<file path="src/sv/tfc_pkg.sv">
// ----------------------------------------------------------------------------
// Test frame checker package
// Word types, verdict record and constants shared by the checker modules.
// ----------------------------------------------------------------------------
package tfc_pkg;

	localparam logic [7:0] START_BYTE = 8'h02;
	localparam logic [7:0] END_BYTE   = 8'h03;

	// Start byte, four number bytes and end byte.
	localparam logic [16:0] FRAME_FIXED_BYTES = 17'd6;
	// Offset of the first payload byte, which is also last position minus payload length.
	localparam logic [16:0] PAYLOAD_START  = 17'd5;

	localparam int CFG_DATA_W  = 16;
	localparam int CFG_INDEX_W = 2;

	localparam logic [CFG_INDEX_W-1:0] REG_PAYLOAD_LEN  = 2'd0;
	localparam logic [CFG_INDEX_W-1:0] REG_FRAME_COUNT  = 2'd1;
	localparam logic [CFG_INDEX_W-1:0] REG_PATTERN_MODE = 2'd2;

	typedef enum logic [2:0] {
		ERR_NONE    = 3'd0,
		ERR_SIZE    = 3'd1,
		ERR_DELIM   = 3'd2,
		ERR_NUMBER  = 3'd3,
		ERR_PAYLOAD = 3'd4
	} err_kind_t;

	typedef struct packed {
		logic [7:0] data_byte;
		logic       short_end;
	} in_word_t;

	typedef struct packed {
		logic        frame_ok;
		logic [2:0]  error_kind;
		logic [15:0] frame_index;
		logic [31:0] total_bytes;
		logic [15:0] good_frames;
		logic [15:0] error_frames;
		logic        run_done;
	} out_word_t;

	// Per-frame verdict handed from the classifier to the accounting stage.
	typedef struct packed {
		err_kind_t   kind;
		logic [15:0] index;
		logic        done;
		logic [16:0] frame_len;
	} verdict_t;

endpackage

</file>
<file path="src/sv/tfc_front.sv">
// ----------------------------------------------------------------------------
// Test frame checker front end
// Holds the configuration, tracks the byte position in the frame and checks
// delimiters, frame number and payload; emits one verdict per frame end.
// ----------------------------------------------------------------------------
module tfc_front (
	input  logic                                clk,
	input  logic                                arst_n,
	input  logic                                cfg_we,
	input  logic [tfc_pkg::CFG_INDEX_W-1:0]     cfg_index,
	input  logic [tfc_pkg::CFG_DATA_W-1:0]      cfg_data,
	input  logic                                accept,
	input  tfc_pkg::in_word_t                   word,
	output logic                                push,
	output tfc_pkg::verdict_t                   verdict
);

	logic [15:0] payload_len_q;
	logic [15:0] frame_count_q;
	logic        pattern_mode_q;

	logic [16:0] pos_q;
	logic [15:0] exp_q;
	logic [31:0] num_q;
	logic        delim_q;
	logic        pay_q;
	logic        fin_q;

	logic        active;
	logic [16:0] last_pos;
	logic        at_end;
	logic        end_bad;
	logic [7:0]  pay_off;
	logic [7:0]  want;
	logic [1:0]  lane;
	logic        done;

	always_ff @(posedge clk or negedge arst_n) begin
		if (!arst_n) begin
			payload_len_q  <= '0;
			frame_count_q  <= '0;
			pattern_mode_q <= 1'b0;
		end else if (cfg_we) begin
			unique case (cfg_index)
				tfc_pkg::REG_PAYLOAD_LEN:  payload_len_q  <= cfg_data;
				tfc_pkg::REG_FRAME_COUNT:  frame_count_q  <= cfg_data;
				tfc_pkg::REG_PATTERN_MODE: pattern_mode_q <= cfg_data[0];
				default: ;
			endcase
		end
	end

	assign active   = !fin_q && (exp_q < frame_count_q);
	assign last_pos = {1'b0, payload_len_q} + tfc_pkg::PAYLOAD_START;
	assign at_end   = (pos_q != '0) && (pos_q >= last_pos);
	assign end_bad  = word.data_byte != tfc_pkg::END_BYTE;
	assign pay_off  = pos_q[7:0] - tfc_pkg::PAYLOAD_START[7:0];
	assign want     = pattern_mode_q ? ~pay_off : pay_off;
	assign lane     = pos_q[1:0] - 2'd1;
	assign done     = ({1'b0, exp_q} + 17'd1) >= {1'b0, frame_count_q};

	assign push = accept && active && (word.short_end || at_end);

	always_comb begin
		verdict.index     = exp_q;
		verdict.done      = done;
		verdict.frame_len = {1'b0, payload_len_q} + tfc_pkg::FRAME_FIXED_BYTES;
		if (word.short_end) begin
			verdict.kind = tfc_pkg::ERR_SIZE;
		end else if (delim_q || end_bad) begin
			verdict.kind = tfc_pkg::ERR_DELIM;
		end else if (num_q != {16'd0, exp_q}) begin
			verdict.kind = tfc_pkg::ERR_NUMBER;
		end else if (pay_q) begin
			verdict.kind = tfc_pkg::ERR_PAYLOAD;
		end else begin
			verdict.kind = tfc_pkg::ERR_NONE;
		end
	end

	always_ff @(posedge clk or negedge arst_n) begin
		if (!arst_n) begin
			pos_q   <= '0;
			exp_q   <= '0;
			num_q   <= '0;
			delim_q <= 1'b0;
			pay_q   <= 1'b0;
			fin_q   <= 1'b0;
		end else if (push) begin
			pos_q   <= '0;
			num_q   <= '0;
			delim_q <= 1'b0;
			pay_q   <= 1'b0;
			exp_q   <= exp_q + 16'd1;
			if (done) begin
				fin_q <= 1'b1;
			end
		end else if (accept && active) begin
			pos_q <= pos_q + 17'd1;
			if (pos_q == '0) begin
				if (word.data_byte != tfc_pkg::START_BYTE) begin
					delim_q <= 1'b1;
				end
			end else if (pos_q < tfc_pkg::PAYLOAD_START) begin
				// Frame number arrives least significant byte first.
				num_q[8*lane +: 8] <= word.data_byte;
			end else if (word.data_byte != want) begin
				pay_q <= 1'b1;
			end
		end
	end

endmodule

</file>
<file path="config.mk">
export PLATFORM = sky130hd
export DESIGN_NAME = tfc_front
export DESIGN_NICKNAME = d
export VERILOG_FILES = /design/src/sv/tfc_pkg.sv /design/src/sv/tfc_front.sv
export SDC_FILE = /design/constraint.sdc
export NUM_CORES = 1
export LEC_CHECK = 0
export BUFFER_PORTS_ARGS = -buffer_cell sky130_fd_sc_hd__buf_2
export CAP_MARGIN = 20
export CORE_MARGIN = 2
export CORE_UTILIZATION = 30
export CTS_BUF_LIST = sky130_fd_sc_hd__clkbuf_8
export CTS_CLUSTER_DIAMETER = 200
export DETAILED_ROUTE_END_ITERATION = 6
export PLACE_DENSITY = 0.6
export SYNTH_ARGS = -nofsm -noshare
export SYNTH_HDL_FRONTEND = slang
export SYNTH_SLANG_ARGS = --single-unit
</file>
<file path="constraint.sdc">
create_clock -name clk -period 2.91 [get_ports clk]
set_input_delay 0.291 -clock clk [delete_from_list [all_inputs] [get_ports clk]]
set_output_delay 0.291 -clock clk [all_outputs]
set_load 0.01 [all_outputs]
</file>
==> metrics.txt <==
via count of the first global-routing pass 6,108; violations in the final reports setup timing; mean instance size in the synthesized netlist 9.33 µm²; actual transition at the worst max-transition pin 1010 ps; clock slew at the register clock pins of the worst setup and hold paths 100 ps; Max VDD drop 0.325 mV; via density per instance 5.06; worst reg2reg setup slack -220 ps; most frequently used flop master after synthesis sky130_fd_sc_hd__dfrtp_1; Post-Route WL 20,300 µm; depth of the worst register-to-register path 17; min setup slack post-route -465 ps; Sink Count 101; Setup Slack @ Placement -220 ps; Data arrival, critical path 3080 ps; share of the cycle needed by the critical path after routing 116%; flip-flop and latch count after synthesis 101; die outline area 24,500 µm²; TritonCTS clock tree done; insertion delay of the later-clocked pin in the worst-skew pair 390 ps; Synth top area share 36.3%; total inserted antenna cells 0; clock root buffer sky130_fd_sc_hd__clkbuf_8; initial standard-cell utilization of the core 30.7%; number of top-level pins 69; required time worst endpoint 2620 ps; area overhead of the layout relative to synthesis 35.1%; cell depth of the worst hold path 2; wire per inst 16.9 µm; die outline height 156 µm; worst min-delay path startpoint cfg_data[11]; net count of the mapped netlist 838; count of pins over their slew limit 0; Final HPWL DP 15,000 µm; number of buffers created by CTS 9; worst clock skew 12.5 ps; cell types with the largest area share after synthesis sky130_fd_sc_hd__dfrtp_1 36%, sky130_fd_sc_hd__ha_1 11%, sky130_fd_sc_hd__xnor2_1 6.3%; RSZ-0062 raised after global routing true; Synth async-reset ratio 100%; Max transition margin 31.2%; most area-hungry cell type in the Yosys netlist sky130_fd_sc_hd__dfrtp_1; post-route standard cell area excluding fillers 9410 µm²; final-report hold violation count 0; final total power 0.00561 W; count of synthesis-stage warnings from yosys 0; startpoint class of the critical path register; Mapped Area 6970 µm²; capturing element type of the critical path output pin; maximum number of buffers from clock root to sink 2; EDFF count, synth 0; destination of the worst register-to-register timing path exp_q[3]$_DFFE_PN0N_; Die Width 156 µm; count of cell types in the netlist 54; final critical path time including I/O delays and setup 3380 ps; remaining global-route overflow 0; DR DRC count 0; worst-path maximum fanout 4; count of nets after finishing 1,004; H-tree level count 3; Via Count 6,083; num rows 55; Post-DP Area 8190 µm²; Port Buffers 68; DRT iter0 DRCs 317; origin of the critical flop-to-flop path payload_len_q[1]$_DFFE_PN0P_; LEAKAGE 4.37 nW; global router's overall resource usage 16.9%; Hold/Removal Path Class in2reg; # setup viols final 59; global placer's final weighted congestion 0.862; run status complete, but fails checks; number of iterations in the first detailed-routing pass 5; power density cells 596 nW/µm²; Fill cells 2,250; number of antenna violations at the first check in global routing 0; number of maximum-capacitance violations 0; Fmax achieved 0.296 GHz; sink of the worst hold path payload_len_q[11]$_DFFE_PN0P_; remaining antenna violation count 0; sequential share of the synthesized area 36.3%; pin count of the biggest net entering global routing 88; area of the core 22,700 µm²; global-route wire length before repair 32,500 µm; Mapped Cells 747; critical path class reg2out; layout cells sized above 1 37.1%
[cell type report]
cell class	instances	area, µm²	area share [%]
inverters	31	116	1.24
well taps	285	357	3.79
repair buffers	190	1470	15.6
flip-flops and latches	101	2530	26.9
clock buffers	9	124	1.32
multi-input cells	580	4740	50.4
clock inverters	7	73.8	0.784
[cells in the mapped netlist, drive strengths merged, types with 23 or more instances]
master	n
a21oi	23
xor2	37
ha	60
dfrtp	101
nand2	45
mux2	31
xnor2	50
nor2	92
inv	31
o21ai	37
mux2i	25
nand3	30
[registers in the layout, indices dropped and copies added (netlist names)]
name / flops
num_q: 32
pos_q: 17
exp_q: 16
frame_count_q: 16
payload_len_q: 16
delim_q: 1
fin_q: 1
pattern_mode_q: 1
pay_q: 1
[report_power, final]
group	switching, W	leakage, nW	internal (W)
logic	0.00153	2.95	0.00134
registers	0.000175	1.32	0.00162
clock network	0.000548	0.105	0.000405
total	0.00225	4.37	0.00336
[timing repair]
action / 4_1_cts / 5_1_grt
setup endpoints to repair: 55 / 69
pin swaps: 59 / 36
endpoints found under the hold margin: 14 / 0
cloned: 5 / 0
setup buffers: 25 / 16
hold buffers: 1 / 0
resized for setup: 84 / 92
[critical path, stage by stage, from the launching register on]
cell	delay [ps]
sky130_fd_sc_hd__dfrtp_2	450
sky130_fd_sc_hd__ha_4	170
sky130_fd_sc_hd__and3_4	150
sky130_fd_sc_hd__nand3_4	120
sky130_fd_sc_hd__nor2_4	50
sky130_fd_sc_hd__and3_4	180
sky130_fd_sc_hd__xor2_1	140
sky130_fd_sc_hd__ha_1	320
sky130_fd_sc_hd__nand4_1	140
sky130_fd_sc_hd__nor4_2	350
sky130_fd_sc_hd__nor3_2	100
sky130_fd_sc_hd__buf_4	150
sky130_fd_sc_hd__a22oi_2	210
sky130_fd_sc_hd__buf_2	180
[placed cells by master, fill, tap and decap left out, types with 5 or more instances in the layout]
cell type / Yosys / final
sky130_fd_sc_hd__dfrtp_1: 101 / 97
sky130_fd_sc_hd__buf_4: 4 / 97
sky130_fd_sc_hd__nor2_1: 89 / 68
sky130_fd_sc_hd__buf_2: 7 / 66
sky130_fd_sc_hd__ha_1: 60 / 55
sky130_fd_sc_hd__xnor2_1: 50 / 45
sky130_fd_sc_hd__xor2_1: 37 / 35
sky130_fd_sc_hd__nand2_1: 45 / 32
sky130_fd_sc_hd__inv_1: 31 / 32
sky130_fd_sc_hd__mux2_2: 31 / 31
sky130_fd_sc_hd__nand3_1: 30 / 23
sky130_fd_sc_hd__mux2i_1: 25 / 20
sky130_fd_sc_hd__o21ai_0: 36 / 18
sky130_fd_sc_hd__a21oi_1: 22 / 18
sky130_fd_sc_hd__nor2_4: 3 / 17
sky130_fd_sc_hd__nor4_1: 18 / 16
sky130_fd_sc_hd__nand4_1: 15 / 15
sky130_fd_sc_hd__buf_6: 1 / 14
sky130_fd_sc_hd__o21ai_1: 1 / 13
sky130_fd_sc_hd__nand2b_1: 14 / 13
sky130_fd_sc_hd__nor2b_1: 12 / 11
sky130_fd_sc_hd__a22o_1: 10 / 10
sky130_fd_sc_hd__nor3_1: 13 / 9
sky130_fd_sc_hd__clkbuf_8: 0 / 9
sky130_fd_sc_hd__nor2_2: 0 / 8
sky130_fd_sc_hd__and3_1: 13 / 8
sky130_fd_sc_hd__nand2_2: 0 / 7
sky130_fd_sc_hd__a22oi_1: 8 / 7
sky130_fd_sc_hd__buf_12: 0 / 7
sky130_fd_sc_hd__o21ai_2: 0 / 6
sky130_fd_sc_hd__and3_4: 0 / 5
sky130_fd_sc_hd__xnor2_2: 0 / 5
sky130_fd_sc_hd__nand2_4: 0 / 5
[worst max-delay path by stage]
stage / start / to / cells after the start
2_1_floorplan: payload_len_q[2]$_DFFE_PN0P_ / push / 15
3_3_place_gp: exp_q[1]$_DFFE_PN0N_ / verdict[17] / 12
3_5_place_dp: exp_q[1]$_DFFE_PN0N_ / verdict[17] / 13
4_1_cts: exp_q[1]$_DFFE_PN0N_ / verdict[17] / 12
5_1_grt: exp_q[1]$_DFFE_PN0N_ / verdict[17] / 13
6_report: exp_q[1]$_DFFE_PN0N_ / verdict[17] / 13
[metrics by stage]
step | utilization [%] | instances | hold WS [ps] | TNS [ps]
detailed placement | 36.1 | 1146 | 177 | -1700
CTS | 39.7 | 1192 | 156 | -3260
global placement | 36.1 | 1146 | 179 | -163
finish | 41.5 | 1203 | 165 | -7960
global route | 41.5 | 1203 | 154 | -16760
floorplan | - | 747 | -4.59 | 0
[cells by family after synthesis]
group,after synthesis,share of synthesized area (%)
compound gates,99,9.05
xor+xnor,87,10.9
fa+ha+maj,60,10.8
buf+inv,67,4.06
flops,101,36.3
mux,56,8.60
simple gates,277,20.3
[routing by layer]
| layer | wire, µm | GRT usage, % | part of all wire [%] |
|---|---|---|---|
| met1 | 9470 | 23.5 | 47 |
| met2 | 9750 | 27.5 | 48 |
| met3 | 750 | 2.46 | 3.7 |
| met4 | 334 | 4.67 | 1.6 |
| met5 | 0 | 0 | 0 |
Note: power is estimated with default switching activity, not from simulation.
